===== src/design/bounded_integer_list_engine_core_assert.svh =====
// Assertion macros used by the list engine core.
`ifndef BOUNDED_INTEGER_LIST_ENGINE_CORE_ASSERT_SVH
`define BOUNDED_INTEGER_LIST_ENGINE_CORE_ASSERT_SVH

// Checks that the consequent holds in the same cycle as the antecedent.
`define BILE_ASSERT_NOW(lbl, ante, cons, msg) \
    lbl: assert property (@(posedge i_clk) disable iff (!i_rst_n) \
        (ante) |-> (cons)) else $error(msg);

// Checks that the consequent holds in the cycle after the antecedent.
`define BILE_ASSERT_NEXT(lbl, ante, cons, msg) \
    lbl: assert property (@(posedge i_clk) disable iff (!i_rst_n) \
        (ante) |=> (cons)) else $error(msg);

`endif


===== src/design/bile_pkg.sv =====
// Types and constants shared by the list engine modules.
package bile_pkg;

    localparam int DATA_W = 32;

    localparam logic [2:0] K_APPEND    = 3'd0;
    localparam logic [2:0] K_READ      = 3'd1;
    localparam logic [2:0] K_OVERWRITE = 3'd2;
    localparam logic [2:0] K_FIND      = 3'd3;
    localparam logic [2:0] K_COUNT     = 3'd4;
    localparam logic [2:0] K_DELETE    = 3'd5;
    localparam logic [2:0] K_CLEAR     = 3'd6;

    localparam logic [1:0] STAT_OK    = 2'd0;
    localparam logic [1:0] STAT_FULL  = 2'd1;
    localparam logic [1:0] STAT_RANGE = 2'd2;

    typedef struct packed {
        logic [2:0]               kind;
        logic [3:0]               position;
        logic signed [DATA_W-1:0] operand_value;
    } t_req;

    typedef struct packed {
        logic signed [DATA_W-1:0] read_value;
        logic                     found;
        logic [3:0]               found_position;
        logic [4:0]               match_count;
        logic [1:0]               status;
        logic [4:0]               length_after;
    } t_res;

    typedef struct packed {
        logic wr;
        logic take_next;
    } t_cell_ctl;

endpackage


===== src/design/bile_cell.sv =====
// One list entry cell that loads a new word or takes its neighbor's word.
module bile_cell (
    input  logic                              i_clk,
    input  bile_pkg::t_cell_ctl               i_ctl,
    input  logic signed [bile_pkg::DATA_W-1:0] i_wdata,
    input  logic signed [bile_pkg::DATA_W-1:0] i_next,
    output logic signed [bile_pkg::DATA_W-1:0] o_val
);
    import bile_pkg::*;

    logic signed [DATA_W-1:0] r_val;
    logic signed [DATA_W-1:0] n_val;

    always_comb begin
        n_val = r_val;
        if (i_ctl.take_next) begin
            n_val = i_next;
        end else if (i_ctl.wr) begin
            n_val = i_wdata;
        end
    end

    always_ff @(posedge i_clk) begin
        r_val <= n_val;
    end

    assign o_val = r_val;

endmodule


===== src/design/bounded_integer_list_engine_core.sv =====
// Top level of the list engine: a row of entry cells and the request sequencer.
// Append, read, overwrite, delete, clear: result next cycle; one word per cycle unless busy.
// Find and count rotate the cell ring once while busy; the result is strobed as busy drops.
// The scan rate is set by the single comparator at the head cell of the ring.
// Synchronous active-low reset empties the list and clears the control state.
// Results are strobed for one cycle and the receiver cannot stall them.
`include "bounded_integer_list_engine_core_assert.svh"

module bounded_integer_list_engine_core #(
    parameter int CAPACITY = 16
) (
    input  logic           i_clk,
    input  logic           i_rst_n,
    input  logic           start,
    output logic           busy,
    input  bile_pkg::t_req i_req,
    output logic           o_res_valid,
    output bile_pkg::t_res o_res
);
    import bile_pkg::*;

    localparam int CW = $clog2(CAPACITY + 1);
    localparam int SW = (CAPACITY > 1) ? $clog2(CAPACITY) : 1;
    localparam int PW = (CW > 4) ? CW : 4;
    localparam int NR = (CAPACITY < 16) ? CAPACITY : 16;
    localparam int LW = (NR > 1) ? $clog2(NR) : 1;
    localparam logic [CW-1:0] CAP_C     = CW'(CAPACITY);
    localparam logic [SW-1:0] LAST_STEP = SW'(CAPACITY - 1);

    typedef enum logic [1:0] {
        ST_IDLE = 2'b01,
        ST_SCAN = 2'b10
    } t_state;

    t_state                   r_state, n_state;
    logic [CW-1:0]            r_count, n_count;
    logic [SW-1:0]            r_step, n_step;
    logic signed [DATA_W-1:0] r_key, n_key;
    logic                     r_is_find, n_is_find;
    logic                     r_fnd, n_fnd;
    logic [3:0]               r_fpos, n_fpos;
    logic [CW-1:0]            r_cnt, n_cnt;
    t_res                     r_res, n_res;
    logic                     r_strobe, n_strobe;

    logic signed [DATA_W-1:0] w_cell_val [CAPACITY];
    t_cell_ctl                w_ctl [CAPACITY];
    logic signed [DATA_W-1:0] w_low [NR];
    logic signed [DATA_W-1:0] w_rd_old;
    logic                     w_accept;
    logic                     w_pos_ok;
    logic                     w_full;
    logic                     w_hit;
    logic                     w_scan;

    assign busy     = (r_state == ST_SCAN);
    assign w_scan   = (r_state == ST_SCAN);
    assign w_accept = start && !busy;
    assign w_pos_ok = PW'(i_req.position) < PW'(r_count);
    assign w_full   = (r_count == CAP_C);
    assign w_hit    = (CW'(r_step) < r_count) && (w_cell_val[0] == r_key);

    genvar gi;
    generate
        for (gi = 0; gi < NR; gi++) begin : g_low
            assign w_low[gi] = w_cell_val[gi];
        end

        for (gi = 0; gi < CAPACITY; gi++) begin : g_cell
            logic signed [DATA_W-1:0] w_next;
            logic                     w_del_shift;

            if (gi < CAPACITY - 1) begin : g_mid
                assign w_next      = w_cell_val[gi+1];
                assign w_del_shift = w_accept && (i_req.kind == K_DELETE) && w_pos_ok
                                     && (PW'(gi) >= PW'(i_req.position));
            end else begin : g_last
                assign w_next      = w_cell_val[0];
                assign w_del_shift = 1'b0;
            end

            assign w_ctl[gi].take_next = w_scan || w_del_shift;
            assign w_ctl[gi].wr = w_accept
                && (((i_req.kind == K_APPEND) && !w_full && (r_count == CW'(gi)))
                 || ((i_req.kind == K_OVERWRITE) && w_pos_ok
                     && (PW'(i_req.position) == PW'(gi))));

            bile_cell u_cell (
                .i_clk   (i_clk),
                .i_ctl   (w_ctl[gi]),
                .i_wdata (i_req.operand_value),
                .i_next  (w_next),
                .o_val   (w_cell_val[gi])
            );
        end
    endgenerate

    assign w_rd_old = w_low[LW'(i_req.position)];

    always_comb begin
        n_state   = r_state;
        n_count   = r_count;
        n_step    = r_step;
        n_key     = r_key;
        n_is_find = r_is_find;
        n_fnd     = r_fnd;
        n_fpos    = r_fpos;
        n_cnt     = r_cnt;
        n_res     = r_res;
        n_strobe  = 1'b0;
        unique case (r_state)
            ST_IDLE: begin
                if (w_accept) begin
                    n_res    = '0;
                    n_strobe = 1'b1;
                    unique case (i_req.kind)
                        K_APPEND: begin
                            if (w_full) begin
                                n_res.status = STAT_FULL;
                            end else begin
                                n_count = r_count + CW'(1);
                            end
                        end
                        K_READ, K_OVERWRITE: begin
                            if (w_pos_ok) begin
                                n_res.read_value = w_rd_old;
                            end else begin
                                n_res.status = STAT_RANGE;
                            end
                        end
                        K_FIND, K_COUNT: begin
                            n_strobe  = 1'b0;
                            n_state   = ST_SCAN;
                            n_step    = '0;
                            n_key     = i_req.operand_value;
                            n_is_find = (i_req.kind == K_FIND);
                            n_fnd     = 1'b0;
                            n_fpos    = '0;
                            n_cnt     = '0;
                        end
                        K_DELETE: begin
                            if (w_pos_ok) begin
                                n_count = r_count - CW'(1);
                            end else begin
                                n_res.status = STAT_RANGE;
                            end
                        end
                        K_CLEAR: begin
                            n_count = '0;
                        end
                        default: begin
                        end
                    endcase
                    n_res.length_after = 5'(n_count);
                end
            end
            ST_SCAN: begin
                n_step = r_step + SW'(1);
                if (w_hit) begin
                    n_cnt = r_cnt + CW'(1);
                    if (!r_fnd) begin
                        n_fnd  = 1'b1;
                        n_fpos = 4'(r_step);
                    end
                end
                if (r_step == LAST_STEP) begin
                    n_state            = ST_IDLE;
                    n_strobe           = 1'b1;
                    n_res              = '0;
                    n_res.length_after = 5'(r_count);
                    if (r_is_find) begin
                        n_res.found          = n_fnd;
                        n_res.found_position = n_fpos;
                    end else begin
                        n_res.match_count = 5'(n_cnt);
                    end
                end
            end
            default: begin
                n_state = ST_IDLE;
            end
        endcase
    end

    always_ff @(posedge i_clk) begin
        if (!i_rst_n) begin
            r_state  <= ST_IDLE;
            r_count  <= '0;
            r_step   <= '0;
            r_strobe <= 1'b0;
        end else begin
            r_state  <= n_state;
            r_count  <= n_count;
            r_step   <= n_step;
            r_strobe <= n_strobe;
        end
    end

    always_ff @(posedge i_clk) begin
        r_key     <= n_key;
        r_is_find <= n_is_find;
        r_fnd     <= n_fnd;
        r_fpos    <= n_fpos;
        r_cnt     <= n_cnt;
        r_res     <= n_res;
    end

    assign o_res_valid = r_strobe;
    assign o_res       = r_res;

    `BILE_ASSERT_NOW(a_count_bound, 1'b1, r_count <= CAP_C, "list length above capacity")
    `BILE_ASSERT_NEXT(a_scan_done, w_scan && (r_step == LAST_STEP), o_res_valid && !busy, "scan end without result")
    `BILE_ASSERT_NEXT(a_scan_start, w_accept && ((i_req.kind == K_FIND) || (i_req.kind == K_COUNT)), busy && !o_res_valid, "search did not enter scan")
    `BILE_ASSERT_NEXT(a_direct_done, w_accept && (i_req.kind != K_FIND) && (i_req.kind != K_COUNT), o_res_valid && !busy, "direct request without result")

endmodule


===== config.mk =====
export PLATFORM = sky130hd
export DESIGN_NAME = bounded_integer_list_engine_core
export DESIGN_NICKNAME = d
export VERILOG_FILES = /design/src/design/bile_pkg.sv /design/src/design/bile_cell.sv /design/src/design/bounded_integer_list_engine_core.sv
export VERILOG_INCLUDE_DIRS = /design/src /design/src/design
export SDC_FILE = /design/constraint.sdc
export NUM_CORES = 1
export LEC_CHECK = 0
export BUFFER_PORTS_ARGS = -buffer_cell sky130_fd_sc_hd__buf_2
export CAP_MARGIN = 30
export CORE_ASPECT_RATIO = 1.5
export CORE_UTILIZATION = 30
export DETAILED_ROUTE_END_ITERATION = 8
export SETUP_SLACK_MARGIN = 0.1
export SLEW_MARGIN = 10
export SYNTH_ARGS = -nofsm -noshare
export SYNTH_HDL_FRONTEND = slang
export SYNTH_HIERARCHICAL = 1
export SYNTH_SLANG_ARGS = --single-unit

===== constraint.sdc =====
create_clock -name i_clk -period 8.6 [get_ports i_clk]
set_input_delay 1.72 -clock i_clk [delete_from_list [all_inputs] [get_ports i_clk]]
set_output_delay 1.72 -clock i_clk [all_outputs]
set_load 0.02 [all_outputs]

== After elaboration in Yosys (flattened, before gate mapping) ==
Index checks and enable logic that the tools add are counted.
Cells by class
  $add $sub $neg: 4
  $mul: 0
  div/mod/pow operators: 0
  order comparisons: 18
  eq/ne operators: 44
  shift-type cells: 0
  multiplexer cells: 70
  bitwise logic cells: 1
  reductions and logical operators: 130
Operators with widths (count)
  $mux 32: 36
  $bmux 32 s4: 1
  $mux 49: 2
  $pmux 49 s2: 1
  $logic_and 1x1->1: 69
  $eq 5x4->1 const B: 8
  $eq 4x4->1 const B: 9
  $mux 5: 7
  $reduce_bool 2->1: 17
  $eq 32x32->1: 1
  $logic_or 1x1->1: 31
  $ge 4x4->1 const A: 7
  $eq 5x3->1 const B: 4
  $eq 4x3->1 const B: 4
  $ge 3x4->1 const A: 4
  $mux 4: 4
  $pmux 4 s2: 2
  $pmux 5 s3: 1
  $reduce_and 3->1: 4
  $add 5x1->5 const B: 2
  $eq 5x2->1 const B: 2
  $lt 4x5->1: 2
  $pmux 5 s2: 1
  $eq 3x3->1 const B: 3
  other kinds (27): 45
Storage, ports and cells
  register bits: 616
  latch bits: 0
  bits in writable memories: 0
  bits in read-only memories: 0
  input port bits: 42
  word-level logic and storage cells: 298
  memories: 0

== Depth between registers and ports, before layout ==
  depth after elaboration: 8
  gate-level depth with buffers: 12
  depth with buffers taken out: 9

== By module ==
Netlist, hierarchy kept.
By module, submodules not included
  bile_cell: instances 16, cells each 69, area an instance 1507.7 µm², seq. area each 960.9 µm²
  bounded_integer_list_engine_core: instances 1, cells each 663, area an instance 9165.0 µm², seq. area each 3002.9 µm²

== Worst setup path after synthesis ==
OpenSTA, ideal clock, no wires.
  path kind: input to register
  start point: input start
  end point: register r_res (netlist bit o_res[0]) (enable)
  data arrival time: 5.617 ns
  data required time: 8.071 ns
  path slack: 2.454 ns
  stages on the path: 2
  buffers on the path: 0
  cell sequence: nand2_1 a211oi_1
Between the ends
  longest elaborated chain between the ends: 3
RTL lines
  from (decl): line bounded_integer_list_engine_core.sv:14  | input logic start,
  $logic_and 1x1->1: line bounded_integer_list_engine_core.sv:58  | assign w_accept = start && !busy;
  $ne 2x2->1 (no source line)
  $reduce_and 3->1 (no source line)
  to (signal assigned): line bounded_integer_list_engine_core.sv:205  | r_res <= n_res;
  to (decl): line bounded_integer_list_engine_core.sv:43  | t_res r_res, n_res;
Every way passes these cells.
A chain may end at the register's enable or synchronous reset.

==> summary.md <==
| Metric | Value |
|---|---|
| Vias in the first global route | `18.4k` |
| Via count | `17.1k` |
| CP Class | `input port to flop` |
| Synth Instances | `between 1.5k and 2k` |
| Worst Tran Pin Value | `around 1000 ps` |
| I/O Pins | `93` |
| Post-CTS Hold Buffers | `0` |
| Gr usage total | `0.155` |
| Yosys warns | `6` |
| Post-route DRC violation count | `24` |
| Fin crit period | `5610 ps` |
| Reg2reg setup slack | `4100 ps` |
| Worst EP required | `8860 ps` |
| Initial antenna violation count | `6` |
| Worst vdd ir | `~0.00014 V` |
| DP Wirelength | `around 54,000 um` |
| Status | `finished, violations left` |
| Initial Util | `0.303` |
| Hold slack | `534 ps` |
| CTS Sinks | `between 600 and 700` |
| Setup crit end kind | `flop` |
| Drt initial violations | `approximately 1.3k` |
| Clock slew seen by the registers of the worst setup and hold paths | `~70 ps` |
| Area of the die | `112,000 um^2` |
| Syn Nets | `1,825` |
| Violated checks | `design-rule violations` |
| Pwr Density | `185 nW/um^2` |
| Vias/cell | `a little over 5` |
| CP startpoint kind | `input port` |
| CTS Buf Count | `between 50 and 60` |
| Slew Limit Fails | `0` |
| FFs w/ async S/R, synth | `0` |
| Clock latency on the worst-skew pair | `640 ps` |
| Wire per inst | `26.5 um` |
| Cell variety after synth | `68` |
| H-tree levels | `2` |
| RSZ-0062 raised after global routing | `no` |
| P_leak | `12.4 nW` |
| Port bufs | `just over 90` |
| Final hold vios | `0` |
| Total Neg Setup Slack | `0 ps` |
| Tcrit/Tclk final | `0.652` |
| Layout area overhead | `9.41%` |
| Largest net degree at the start of global routing | `80` |
| Pwr Total | `0.00673 W` |
| Post-route ant nets | `0` |
| Die H | `approximately 410 um` |
| Clock buffer depth | `3` |
| Grt ovf | `0` |
| Critical Path Fanout Max | `79` |
| Syn Std Cell Area | `approximately 33,000 um^2` |
| Core area | `110,000 um^2` |
| Syn avg cell area | `18.8 um^2` |
| Maximum operating frequency | `approximately 180 MHz` |
| Post-cts sizing count | `0` |
| FP Rows | `149` |
| CTS tree | `built` |
| First-pass GRT wire length | `approximately 130,000 um` |
| MaxCap Viol Count | `0` |
| Top_reg_cell synth | `edfxtp_1` |
| Diode count | `0` |
| Final Skew | `approximately 20 ps` |
| Worst path arrival time | `5870 ps` |
| Hold path cells | `1` |
| Setup-failing EPs final | `0` |
| Worst Hold Path EP | `r_step[3]` |
| Pre-antenna DRT Iters | `9` |
| Layout cell share with drive strength beyond 1 | `0.494` |
| Final WL | `87,800 um` |
| Post-synth EDFFs | `604` |
| #FFs+latches synth | `616` |
| Hold Path Class | `flop to flop` |
| Critical R2R Capture | `g_cell[13].u_cell/o_val[29]` |
| Post-synthesis sequential area ratio | `0.552` |
| Clk root buf | `clkbuf_16` |
| Worst r2r src | `r_count[1]` |
| Final Util | `0.331` |
| Die Span X | `274 um` |
| R2R cell count | `11` |
| Placer congestion estimate | `0.824` |
| Min-delay src | `r_step[3]` |
| Postcts setup bufs | `0` |
| Max-slew headroom | `0.317` |
| Post-layout nets | `1,893` |
[stage by stage]
stage,setup WS [ps],instances,instance area (um^2)
3_3_place_gp,2490,3201,34500
4_1_cts,3020,3311,36300
3_5_place_dp,2360,3207,34600
2_1_floorplan,2450,1767,33300
5_1_grt,2920,3314,36400
6_report,2990,3314,36400
[layout make-up]
cell class / count / area (um^2)
sequential: 616 / 18400
inverter: 12 / 45.0
fill: 10413 / 73600
clock inverter: 27 / 241
tap: 1434 / 1790
multi-input combinational: 1015 / 13500
clock buffer: 77 / 1520
timing repair buffer: 133 / 907
[worst max path at each step]
| stage | start | slack, ps | end | cells after the start |
|---|---|---|---|---|
| floorplan | start | 2450 | o_res[0] | 2 |
| CTS | i_req[33] | 3020 | g_cell[11].u_cell/o_val[22] | 11 |
| finish | i_req[33] | 2990 | g_cell[13].u_cell/o_val[29] | 11 |
| detailed placement | i_req[33] | 2360 | g_cell[13].u_cell/o_val[16] | 11 |
| global placement | i_req[34] | 2490 | g_cell[13].u_cell/o_val[17] | 12 |
| global route | i_req[33] | 2920 | g_cell[11].u_cell/o_val[21] | 11 |
[worst max-delay path, stage by stage]
cell,delay [ps]
buf_6,620
ha_1,380
a211oi_2,280
o21ba_2,250
o21ai_1,180
buf_4,260
nor2_2,250
a21o_2,530
buf_4,540
or2_2,200
buf_4,540
[registers in the layout, indices dropped and copies added, names as in the netlist]
name                 cells
o_res_valid              1
r_count                  5
r_fnd                    1
r_cnt                    5
r_key                   32
o_res                   49
r_fpos                   4
r_state                  2
g_cell.u_cell/o_val    512
r_step                   4
r_is_find                1
[metal layers]
metal | GRT usage | wire length [um] | vias up
li1 | - | - | 7228
met1 | 0.189 | 35200 | 9165
met2 | 0.274 | 45800 | 523
met3 | 0.0250 | 4080 | 148
met4 | 0.0529 | 2630 | 12
met5 | 0.00132 | 66 | -
[cells in the mapped netlist, types with 11 or more instances]
master | instances | share of area
a21oi_1 | 11 | 0.0017
mux2_4 | 464 | 0.21
ha_1 | 16 | 0.0060
xnor2_1 | 34 | 0.0089
mux2_2 | 50 | 0.017
mux4_2 | 160 | 0.11
o21ai_0 | 11 | 0.0017
nand2b_1 | 12 | 0.0023
buf_6 | 23 | 0.0078
dfxtp_1 | 12 | 0.0072
clkbuf_1 | 36 | 0.0041
or2_1 | 18 | 0.0034
nand2_1 | 36 | 0.0041
edfxtp_1 | 604 | 0.54
nand3_1 | 18 | 0.0027
inv_1 | 11 | 0.0012
nor2b_1 | 36 | 0.0068
nand4_1 | 11 | 0.0021
buf_12 | 48 | 0.029
buf_2 | 14 | 0.0021
a21o_1 | 11 | 0.0025
nor2_1 | 26 | 0.0029
[cell families after synthesis]
| family | share of synthesized area |
|---|---|
| adders and majority gates | 0.00601 |
| DFF | 0.552 |
| xor gates and xnor gates | 0.00921 |
| buffers and inverters | 0.0446 |
| muxes | 0.337 |
| AOI/OAI and AO/OA | 0.0205 |
| and+or+nand+nor | 0.0301 |
[where the power goes]
part | total, W | switching (W) | internal [W]
sequential | 0.00345 | 0.0000437 | 0.00341
combinational | 0.000741 | 0.000378 | 0.000363
clock | 0.00254 | 0.00118 | 0.00136
[placed cells by master, fill, tap and decap left out, types with 15 or more instances in the layout]
cell type / n
buf_2: 90
buf_4: 33
clkbuf_1: 18
clkbuf_16: 57
edfxtp_1: 604
ha_1: 15
mux2_2: 50
mux2_4: 464
mux4_2: 160
nand2_1: 36
nand3_1: 18
nor2_1: 25
nor2b_1: 36
or2_2: 19
xnor2_1: 34
No activity file was read; power rests on OpenSTA's default activity.
